`src/rtl/mmp_pkg.sv`:
```
// ----------------------------------------------------------------------------
// mmp_pkg
// shared widths, register map and reset values for the modular multiplier
// ----------------------------------------------------------------------------
package mmp_pkg;

    localparam int LIMB_W  = 64;
    localparam int HALF_W  = LIMB_W / 2;
    localparam int WIDE_W  = 2 * LIMB_W;
    localparam int PADDR_W = 4;

    // register select is address bit 3 (registers sit 8 bytes apart)
    localparam int REG_SEL_BIT = 3;
    localparam logic REG_MODULUS    = 1'b0;
    localparam logic REG_RECIPROCAL = 1'b1;

    localparam logic [LIMB_W-1:0] MODULUS_RESET    = {1'b1, {(LIMB_W-1){1'b0}}};
    localparam logic [LIMB_W-1:0] RECIPROCAL_RESET = {LIMB_W{1'b1}};

    typedef struct packed {
        logic en;
        logic valid;
    } stage_ctl_t;

endpackage

```
`src/rtl/mmp_regs.sv`:
```
// ----------------------------------------------------------------------------
// mmp_regs
// apb register file holding the modulus and its precomputed reciprocal
// ----------------------------------------------------------------------------
module mmp_regs
    import mmp_pkg::*;
(
    input  logic               clk,
    input  logic               rst_n,
    input  logic               psel,
    input  logic               penable,
    input  logic               pwrite,
    input  logic [PADDR_W-1:0] paddr,
    input  logic [LIMB_W-1:0]  pwdata,
    output logic [LIMB_W-1:0]  prdata,
    output logic               pready,
    output logic [LIMB_W-1:0]  modulus,
    output logic [LIMB_W-1:0]  modulus_reciprocal
);

    logic [LIMB_W-1:0] modulus_reg;
    logic [LIMB_W-1:0] recip_reg;
    logic              wr_en;

    assign pready = 1'b1;
    assign wr_en  = psel && penable && pwrite && pready;

    always_ff @(posedge clk or negedge rst_n)
    begin
        if (!rst_n)
        begin
            modulus_reg <= MODULUS_RESET;
            recip_reg   <= RECIPROCAL_RESET;
        end
        else if (wr_en)
        begin
            unique case (paddr[REG_SEL_BIT])
                REG_MODULUS:    modulus_reg <= pwdata;
                REG_RECIPROCAL: recip_reg   <= pwdata;
                default:        modulus_reg <= modulus_reg;
            endcase
        end
    end

    always_comb
    begin
        unique case (paddr[REG_SEL_BIT])
            REG_MODULUS:    prdata = modulus_reg;
            REG_RECIPROCAL: prdata = recip_reg;
            default:        prdata = '0;
        endcase
    end

    assign modulus            = modulus_reg;
    assign modulus_reciprocal = recip_reg;

endmodule

```
`config.mk`:
```
export PLATFORM = sky130hd
export DESIGN_NAME = mmp_regs
export DESIGN_NICKNAME = d
export VERILOG_FILES = /design/src/rtl/mmp_pkg.sv /design/src/rtl/mmp_regs.sv
export SDC_FILE = /design/constraint.sdc
export NUM_CORES = 1
export LEC_CHECK = 0
export BUFFER_PORTS_ARGS = -buffer_cell sky130_fd_sc_hd__buf_2
export CAP_MARGIN = 10
export CELL_PAD_IN_SITES_DETAIL_PLACEMENT = 1
export CELL_PAD_IN_SITES_GLOBAL_PLACEMENT = 2
export CORE_MARGIN = 1.5
export CORE_UTILIZATION = 31
export CTS_CLUSTER_DIAMETER = 120
export CTS_CLUSTER_SIZE = 28
export DETAILED_ROUTE_END_ITERATION = 12
export HOLD_SLACK_MARGIN = 0.12
export PLACE_DENSITY = 0.77
export SLEW_MARGIN = 20
export SYNTH_ARGS = -nofsm -noshare
export SYNTH_HDL_FRONTEND = slang
export SYNTH_SLANG_ARGS = --single-unit
export TNS_END_PERCENT = 10
```
`constraint.sdc`:
```
create_clock -name clk -period 2.2 [get_ports clk]
set_clock_uncertainty 0.1 [all_clocks]
set_input_delay 0.66 -clock clk [delete_from_list [all_inputs] [get_ports clk]]
set_output_delay 0.66 -clock clk [all_outputs]
set_load 0.02 [all_outputs]
```
# Yosys cells after proc, flatten, opt, wreduce, memory -nomap -nowiden
# Cells that the tools add are included.
[op_classes]
mux = 1
bitwise = 1
reduce_logical = 4
[ops]
columns = ["cell", "count"]
rows = [
  ["64-bit case mux with 2 select lines", 1],
  ["2-bit AND reduction", 2],
  ["1-bit logical AND", 2],
  ["1-bit NOT", 1],
]
[word_totals]
ff_bits = 128
out_inout_bits = 193

# Depth between registers and ports, before layout
# Gate-level depths: netlist (run 1).
[depth]
word_depth = 3
depth_mapped = 4
mapped_depth_nobuf = 2

# Worst setup path after synthesis (run 1)
# Ideal clock, no wire load.
[synth_path]
path_type = "input port to output port"
from = "input paddr[3]"
to = "output prdata[10]"
arrival_ps = 1411
required_ps = 1440
path_slack_ps = 29
cell_stages = 3
path_buffers = 2
path_cell_list = "buf_2 > buf_4 > mux2_2"
[synth_via]
elab_chain_cells = 2
[synth_rtl]
columns = ["item", "line", "source"]
rows = [
  ["start: declaration", "mmp_regs.sv:13", "input logic [PADDR_W-1:0] paddr,"],
  ["1-bit NOT", "--", ""],
  ["64-bit case mux with 2 select lines (*)", "mmp_regs.sv:47", "unique case (paddr[REG_SEL_BIT])"],
  ["end: declaration", "mmp_regs.sv:15", "output logic [LIMB_W-1:0] prdata,"],
]
# Every way passes the cells marked *; elsewhere a longest branch is shown, timed or not.

# Worst setup path after layout (run 1)
[layout_path]
from = "input paddr[3]"
to = "output prdata[33]"
# Same word-level chain as after synthesis.

==> flow_metrics.env, run 1 <==
export IMPL_status="complete, but fails checks"
export IMPL_violations="negative setup slack"
export IMPL_num_io_pins=266
export IMPL_rsz0062_at_grt="yes"
export IMPL_crit_path_start_kind="input pin"
export IMPL_pre_cts_ws_ns=-0.107
export IMPL_p_leak_uw=0.00421
export IMPL_peakVddDrop_mv=0.505
export IMPL_yosys_cell_types_count=11
export IMPL_syn_area_sq_mm=0.00587
export IMPL_p_clk_frac=0.286
export IMPL_vias=4058
export IMPL_ctsHtreeMaxLevel=4
export IMPL_crit_fanout=7
export IMPL_place_gp_congestion=0.710
export IMPL_setup_violations=5
export IMPL_cp_arrival_ns=1.45
export IMPL_yosysSeqAreaShare=0.560
export IMPL_hold_slack_ns=0.389
export IMPL_ys_warnings_count=0
export IMPL_num_rows=50
export IMPL_maxCapViolCount=0
export IMPL_switchingPower_uw=3210
export IMPL_die_y_um=141
export IMPL_initial_core_util=0.315
export IMPL_synthToLayoutAreaGrowth_pct=44.2
export IMPL_p_seq_frac=0.371
export IMPL_worstSetupPathType="input pin to output pin"
export IMPL_grt_max_degree=51
export IMPL_pwr_share_comb=0.342
export IMPL_cts_tree="done"
export IMPL_core_region_area_sq_mm=0.0186
export IMPL_avgSynthCellArea_sq_um=17.1
export IMPL_reg2regPathDepth=1
export IMPL_final_cells=879
export IMPL_drtPass1Iterations=4
export IMPL_hold_depth=2
export IMPL_antenna_found_initial=1
export IMPL_p_sw_frac=0.340
export IMPL_r2r_end="modulus[56]"
export IMPL_powerDensity_mw_per_mm2=1120
export IMPL_via_per_inst=4.62
export IMPL_r2r_slack_ns=1.30
export IMPL_drtIter0Drc=51
export IMPL_cts_root_buf="clkbuf_16"
export IMPL_final_hold_violation_count=0
export IMPL_wl_per_cell_um=19.0
export IMPL_synthCells=344
export IMPL_syn_nets=417
export IMPL_regToRegStartpoint="modulus[56]"
export IMPL_power_internal_uw=6250
export IMPL_stdcell_area_sq_mm=0.00846
export IMPL_cts_buffers=17
export IMPL_grt_pass1_wl_um=25100
export IMPL_die_x_um=141
export IMPL_cp_end_kind="output pin"
export IMPL_period_share=1.00
export IMPL_track_usage=0.165
export IMPL_finalWorstSetupSlack_ns=-0.00785
export IMPL_hold_class="input pin to flop"
export IMPL_grt_pass1_vias=4453
export IMPL_place_area_sq_mm=0.00758
export IMPL_drc_errors=0
export IMPL_clockBufferDepth=2
export IMPL_critical_path_required_ns=1.44
export IMPL_synth_seq_cells=128
export IMPL_grt_ovfl_total=0
export IMPL_slew_viol_final=0
export IMPL_ant_nets=0
export IMPL_fin_nets=703
export IMPL_clkTransAtPathRegs_ns=0.05
export IMPL_clock_sinks=128
export IMPL_io_buffer_count=261
export IMPL_dpl_hpwl_um=11400
export IMPL_dieArea_sq_mm=0.0198
export IMPL_drive_gt1_frac=0.885
export IMPL_worstSkewPairLatency_ns=0.40
export IMPL_hold_path_startpoint="pwdata[12]"
export IMPL_wirelength_um=16700
export IMPL_crit_start="paddr[3]"
export IMPL_min_to="modulus_reciprocal[12]"
export IMPL_fin_crit_ns=2.21
export IMPL_timing_setup_tns_ns=-0.0207
export IMPL_place_inst=836
export IMPL_fmax_mhz=453
==> worst max-delay path by stage <==
stage | depth (start not counted) | slack [ns] | to
finish | 4 | -0.008 | prdata[33]
global route | 4 | -0.02 | prdata[33]
CTS | 4 | -0.06 | prdata[61]
detailed placement | 4 | -0.11 | prdata[61]
global placement | 4 | -0.09 | prdata[23]
floorplan | 3 | 0.03 | prdata[10]
==> cell type report <==
cell class | count | area, sq um
Clock inverter | 11 | 116
Timing Repair Buffer | 288 | 1890
Sequential cell | 128 | 3280
Clock buffer | 21 | 450
Antenna cell | 2 | 5.00
Tap cell | 234 | 293
Fill cell | 1935 | 10200
Multi-Input combinational cell | 195 | 2420
==> per-stage QoR <==
| stage | total power [uW] | util |
|---|---|---|
| floorplan | 5470 | - |
| global placement | 6570 | 0.407 |
| detailed placement | 6660 | 0.407 |
| CTS | 9480 | 0.444 |
| global route | 9890 | 0.454 |
| finish | 9460 | 0.454 |
==> synth_stat cells, drive strengths merged <==
master	instances	area (sq um)
dfstp	65	1710
nand4	1	21.3
dfrtp	63	1580
nand4b	1	8.76
buf	21	163
conb	1	3.75
mux2	192	2390
==> routing by layer <==
metal  vias up  global-route usage  share of wire
li1       1820                   -              -
met1      2072               0.193           0.41
met2       150               0.292           0.52
met3        16              0.0401          0.053
met4         0              0.0620          0.017
met5         -                   0              0
==> cells in the final DEF, fill, tap and decap left out <==
master	instances
clkbuf_8	1
mux2_4	61
clkbuf_16	21
dfrtp_1	63
buf_6	13
bufinv_16	2
mux2_2	126
clkinvlp_4	3
dfstp_2	65
clkbuf_1	3
buf_4	11
buf_12	11
nand4b_1	1
clkinv_4	1
buf_2	244
conb_1	1
mux2_1	5
dlygate4sd3_1	1
nand4_4	1
buf_16	4
clkinv_2	5
diode_2	2
==> worst max-delay path, cell delays in order <==
cell,delay (ns)
clkbuf_16,0.14
buf_12,0.14
mux2_2,0.34
buf_4,0.16
==> power groups by stage <==
| stage | clock network [uW] | registers (uW) | logic, uW |
|---|---|---|---|
| floorplan | 0 | 4110 | 1360 |
| global placement | 0 | 3500 | 3060 |
| detailed placement | 0 | 3540 | 3120 |
| CTS | 2800 | 3520 | 3170 |
| global route | 2880 | 3600 | 3410 |
| finish | 2710 | 3510 | 3240 |
==> what timing repair did <==
| action | in CTS | in global routing |
|---|---|---|
| cloned | 3 | 4 |
| endpoints found under the setup margin | 64 | 64 |
| endpoints found under the hold margin | 14 | 0 |
| hold buffers | 1 | 0 |
| buffers inserted | 0 | 1 |
| resized for setup | 10 | 26 |
==> cells by family after synthesis <==
kind of cell,after synthesis,share of synthesized area
muxes,192,0.407
DFF,128,0.560
buffers and inverters,21,0.0277
and+or+nand+nor,2,0.00512
other,1,0.000639
(Power assumes the default switching activity.)
==> inputs of run 2 (changes only) <==
--- a/config.mk
+++ b/config.mk
@@ -16,6 +16,7 @@
 export DETAILED_ROUTE_END_ITERATION = 12
 export HOLD_SLACK_MARGIN = 0.12
 export PLACE_DENSITY = 0.77
+export SKIP_CTS_REPAIR_TIMING = 1
 export SLEW_MARGIN = 20
 export SYNTH_ARGS = -nofsm -noshare
 export SYNTH_HDL_FRONTEND = slang
==> flow_metrics.env, run 2 (synthesis results as in run 1) <==
export IMPL_powerDensity_mw_per_mm2=1120
export IMPL_core_region_area_sq_mm=0.0186
export IMPL_setup_violations=13
export IMPL_place_gp_congestion=0.710
export IMPL_layout_commonest_cell="buf_2"
export IMPL_mostFrequentLayoutCells="buf_2 (246), mux2_2 (126), dfstp_2 (65)"
export IMPL_stdcell_area_sq_mm=0.00847
export IMPL_p_sw_frac=0.340
export IMPL_drtPass1Iterations=4
export IMPL_finalWorstSetupSlack_ns=-0.00826
export IMPL_pwr_share_comb=0.342
export IMPL_ant_nets=0
export IMPL_grt_ovfl_total=0
export IMPL_reg2regPathDepth=1
export IMPL_maxCapViolCount=0
export IMPL_clkTransAtPathRegs_ns=0.05
export IMPL_fill_cells=1943
export IMPL_clockBufferDepth=2
export IMPL_grt_pass1_vias=4424
export IMPL_worstSetupPathType="input pin to output pin"
export IMPL_multi_input_area_sq_mm=0.00242
export IMPL_die_y_um=141
export IMPL_dieArea_sq_mm=0.0198
export IMPL_ctsHtreeMaxLevel=4
export IMPL_io_buffer_count=261
export IMPL_worstSkewPairLatency_ns=0.40
export IMPL_initial_core_util=0.315
export IMPL_p_leak_uw=0.00421
export IMPL_slew_viol_final=0
export IMPL_p_clk_frac=0.286
export IMPL_hold_class="input pin to flop"
export IMPL_peakVddDrop_mv=0.516
export IMPL_period_share=1.00
export IMPL_cts_tree="done"
export IMPL_vias=4054
export IMPL_final_hold_violation_count=0
export IMPL_die_x_um=141
export IMPL_fin_nets=705
export IMPL_antenna_found_initial=1
export IMPL_clock_sinks=128
export IMPL_wirelength_um=17000
export IMPL_hold_depth=2
export IMPL_place_area_sq_mm=0.00758
export IMPL_switchingPower_uw=3210
export IMPL_seq_area_sq_mm=0.00328
export IMPL_drive_gt1_frac=0.885
export IMPL_status="complete, but fails checks"
export IMPL_fmax_mhz=453
export IMPL_track_usage=0.159
export IMPL_drtIter0Drc=58
export IMPL_cp_end_kind="output pin"
export IMPL_wl_per_cell_um=19.3
export IMPL_crit_path_start_kind="input pin"
export IMPL_grt_max_degree=51
export IMPL_power_internal_uw=6230
export IMPL_fin_crit_ns=2.21
export IMPL_hold_slack_ns=0.388
export IMPL_violations="negative setup slack"
export IMPL_cp_arrival_ns=1.45
export IMPL_grt_pass1_wl_um=24400
export IMPL_drc_errors=0
export IMPL_synthToLayoutAreaGrowth_pct=44.3
export IMPL_rsz0062_at_grt="yes"
export IMPL_critical_path_required_ns=1.44
export IMPL_power_uw=9450
export IMPL_dpl_hpwl_um=11400
export IMPL_crit_fanout=5
export IMPL_pre_cts_ws_ns=-0.107
export IMPL_num_io_pins=266
export IMPL_p_seq_frac=0.372
export IMPL_via_per_inst=4.60
export IMPL_cts_buffers=17
export IMPL_num_rows=50
export IMPL_cts_root_buf="clkbuf_16"
run 2: metrics by stage:
step | utilization | TNS [ns] | std cells
global route | 0.454 | -0.692 | 880
CTS | 0.437 | -5.56 | 868
global placement | 0.407 | -4.08 | 836
floorplan | - | 0 | 344
detailed placement | 0.407 | -5.12 | 836
finish | 0.454 | -0.0516 | 881
run 2: critical path, cell delays in order:
cell,delay [ns]
clkbuf_16,0.14
clkbuf_16,0.14
mux2_2,0.33
buf_2,0.17
run 2: power by group through the flow:
stage | registers, uW | clock network, uW | logic, uW
after global placement | 3500 | 0 | 3060
after global routing | 3600 | 2880 | 3400
after detailed placement | 3540 | 0 | 3120
after floorplan | 4110 | 0 | 1360
final | 3510 | 2700 | 3230
after CTS | 3520 | 2800 | 3130
run 2: worst paths after layout:
check                                         end  slack, ns        start
max                                    prdata[13]     -0.008     paddr[3]
min                        modulus_reciprocal[12]       0.39   pwdata[12]
max reg2reg                           modulus[56]       1.30  modulus[56]
min reg2reg                           modulus[19]       0.43  modulus[19]
max in group asynchronous  modulus_reciprocal[60]       0.68        rst_n
min in group asynchronous             modulus[20]       0.64        rst_n
run 2: layout make-up:
type / instances / area share
clock buffers: 21 / 0.0532
repair buffers: 290 / 0.224
diodes: 2 / 0.000591
well taps: 234 / 0.0346
clock inverters: 11 / 0.0137
multi-input cells: 195 / 0.286
flip-flops and latches: 128 / 0.388
run 2: routing by layer:
| metal | GRT usage | share of wire | vias up |
|---|---|---|---|
| li1 | - | - | 1824 |
| met1 | 0.186 | 0.41 | 2057 |
| met2 | 0.281 | 0.51 | 154 |
| met3 | 0.0404 | 0.052 | 19 |
| met4 | 0.0620 | 0.022 | 0 |
| met5 | 0 | 0 | - |
==> inputs of run 3 (changes only) <==
--- a/config.mk
+++ b/config.mk
@@ -9,7 +9,6 @@
 export CAP_MARGIN = 10
 export CELL_PAD_IN_SITES_DETAIL_PLACEMENT = 1
 export CELL_PAD_IN_SITES_GLOBAL_PLACEMENT = 2
-export CORE_MARGIN = 1.5
 export CORE_UTILIZATION = 31
 export CTS_CLUSTER_DIAMETER = 120
 export CTS_CLUSTER_SIZE = 28
@@ -17,7 +16,6 @@
 export HOLD_SLACK_MARGIN = 0.12
 export PLACE_DENSITY = 0.77
 export SKIP_CTS_REPAIR_TIMING = 1
-export SLEW_MARGIN = 20
 export SYNTH_ARGS = -nofsm -noshare
 export SYNTH_HDL_FRONTEND = slang
 export SYNTH_SLANG_ARGS = --single-unit
==> flow_metrics.env, run 3 (synthesis results as in run 1) <==
export IMPL_status="complete, but fails checks"
export IMPL_violations="negative setup slack"
export IMPL_final_hold_violation_count=0
export IMPL_regToRegStartpoint="modulus[55]"
export IMPL_core_region_area_sq_mm=0.0183
export IMPL_hold_class="input pin to flop"
export IMPL_cp_slowest_cell="mux2_2"
export IMPL_dpl_hpwl_um=11100
export IMPL_die_y_um=140
export IMPL_slew_viol_final=0
export IMPL_r2r_end="modulus[55]"
export IMPL_layout_commonest_cell="buf_2"
export IMPL_num_rows=49
export IMPL_track_usage=0.165
export IMPL_cts_buffers=17
export IMPL_drtIter0Drc=70
export IMPL_clock_sinks=128
export IMPL_power_uw=9920
export IMPL_powerDensity_mw_per_mm2=1160
export IMPL_die_x_um=140
export IMPL_min_to="modulus_reciprocal[39]"
export IMPL_grt_max_degree=49
export IMPL_cp_arrival_ns=1.47
export IMPL_vias=4069
export IMPL_rsz0062_at_grt="yes"
export IMPL_drtPass1Iterations=4
export IMPL_place_gp_congestion=0.704
export IMPL_drc_errors=0
export IMPL_grt_pass1_vias=4428
export IMPL_reg2regPathDepth=1
export IMPL_critical_path_top_delay_family="buffers and inverters"
export IMPL_cp_buffers_inverters=3
export IMPL_ctsHtreeMaxLevel=4
export IMPL_grt_ovfl_total=0
export IMPL_critPathMaxStageDelay_ns=0.35
export IMPL_hold_path_startpoint="pwdata[39]"
export IMPL_dieArea_sq_mm=0.0195
export IMPL_cp_end_kind="output pin"
export IMPL_initial_core_util=0.321
export IMPL_wl_per_cell_um=19.5
export IMPL_hold_depth=2
export IMPL_io_buffer_count=261
export IMPL_r2r_slack_ns=1.30
export IMPL_critical_path_required_ns=1.44
export IMPL_crit_chain="clkbuf_16 > buf_8 > mux2_2 > buf_2"
export IMPL_drive_gt1_frac=0.887
export IMPL_mostFrequentLayoutCells="buf_2 (241), mux2_2 (124), dfstp_2 (65)"
export IMPL_fin_nets=707
export IMPL_worstSetupPathType="input pin to output pin"
export IMPL_crit_path_start_kind="input pin"
export IMPL_num_io_pins=266
export IMPL_cts_root_buf="clkbuf_16"
export IMPL_stdcell_area_sq_mm=0.00857
export IMPL_via_per_inst=4.64
export IMPL_antennaDiodeCount=0
export IMPL_ant_nets=0
export IMPL_peakVddDrop_mv=0.502
export IMPL_clockBufferDepth=2
export IMPL_crit_fanout=6
export IMPL_place_area_sq_mm=0.00756
export IMPL_grt_pass1_wl_um=25000
export IMPL_maxCapViolCount=0
export IMPL_clkTransAtPathRegs_ns=0.06
export IMPL_fin_crit_ns=2.23
export IMPL_period_share=1.01
export IMPL_wirelength_um=17000
export IMPL_worstSkewPairLatency_ns=0.41
export IMPL_setup_violations=34
export IMPL_antenna_found_initial=0
export IMPL_fmax_mhz=449
export IMPL_synthToLayoutAreaGrowth_pct=46.1
export IMPL_cts_tree="done"
export IMPL_p_leak_uw=0.00426
export IMPL_finalWorstSetupSlack_ns=-0.0285
## run 3: cell count changes in the layout (fill, tap and decap cells not counted)
cell,before,now
mux2_2,126,124
buf_6,11,18
clkbuf_1,3,2
mux2_4,61,63
clkinv_4,1,3
diode_2,2,0
bufinv_16,2,5
buf_4,12,14
clkinv_2,5,0
inv_6,0,1
buf_2,246,241
clkbuf_16,24,23
buf_12,11,10
## run 3: through the flow
step,util,std cells,setup TNS (ns),setup WS [ns],hold slack [ns]
floorplan,-,344,0,0.0286,0.264
finish,0.469,876,-0.258,-0.0285,0.372
global placement,0.414,832,-6.55,-0.129,0.404
CTS,0.449,864,-8.04,-0.166,0.0247
detailed placement,0.414,832,-7.82,-0.164,0.411
global route,0.469,876,-1.19,-0.0428,0.370
## run 3: worst max path at each step
stage / depth (start not counted) / endpoint / startpoint / slack, ns
finish: 4 / prdata[58] / paddr[3] / -0.03
global route: 4 / prdata[31] / paddr[3] / -0.04
CTS: 4 / prdata[8] / paddr[3] / -0.17
detailed placement: 4 / prdata[8] / paddr[3] / -0.16
global placement: 4 / prdata[20] / paddr[3] / -0.13
floorplan: 3 / prdata[10] / paddr[3] / 0.03
## run 3: layout make-up
class | instances | area, sq um
multi-input cells | 195 | 2430
repair buffers | 292 | 1920
clock inverters | 12 | 208
clock buffers | 20 | 447
well taps | 229 | 287
fillers | 1882 | 9700
flip-flops and latches | 128 | 3280
## run 3: routing by layer
metal	wire length, um	up-vias	GRT usage
met1	6970	2068	0.199
met2	8940	154	0.286
li1	-	1830	-
met4	240	0	0.0596
met3	896	17	0.0389
met5	0	-	0
## run 3: power breakdown
part	internal (uW)	switching (uW)
Clock	2050	1090
Sequential	3080	431
Combinational	1500	1770
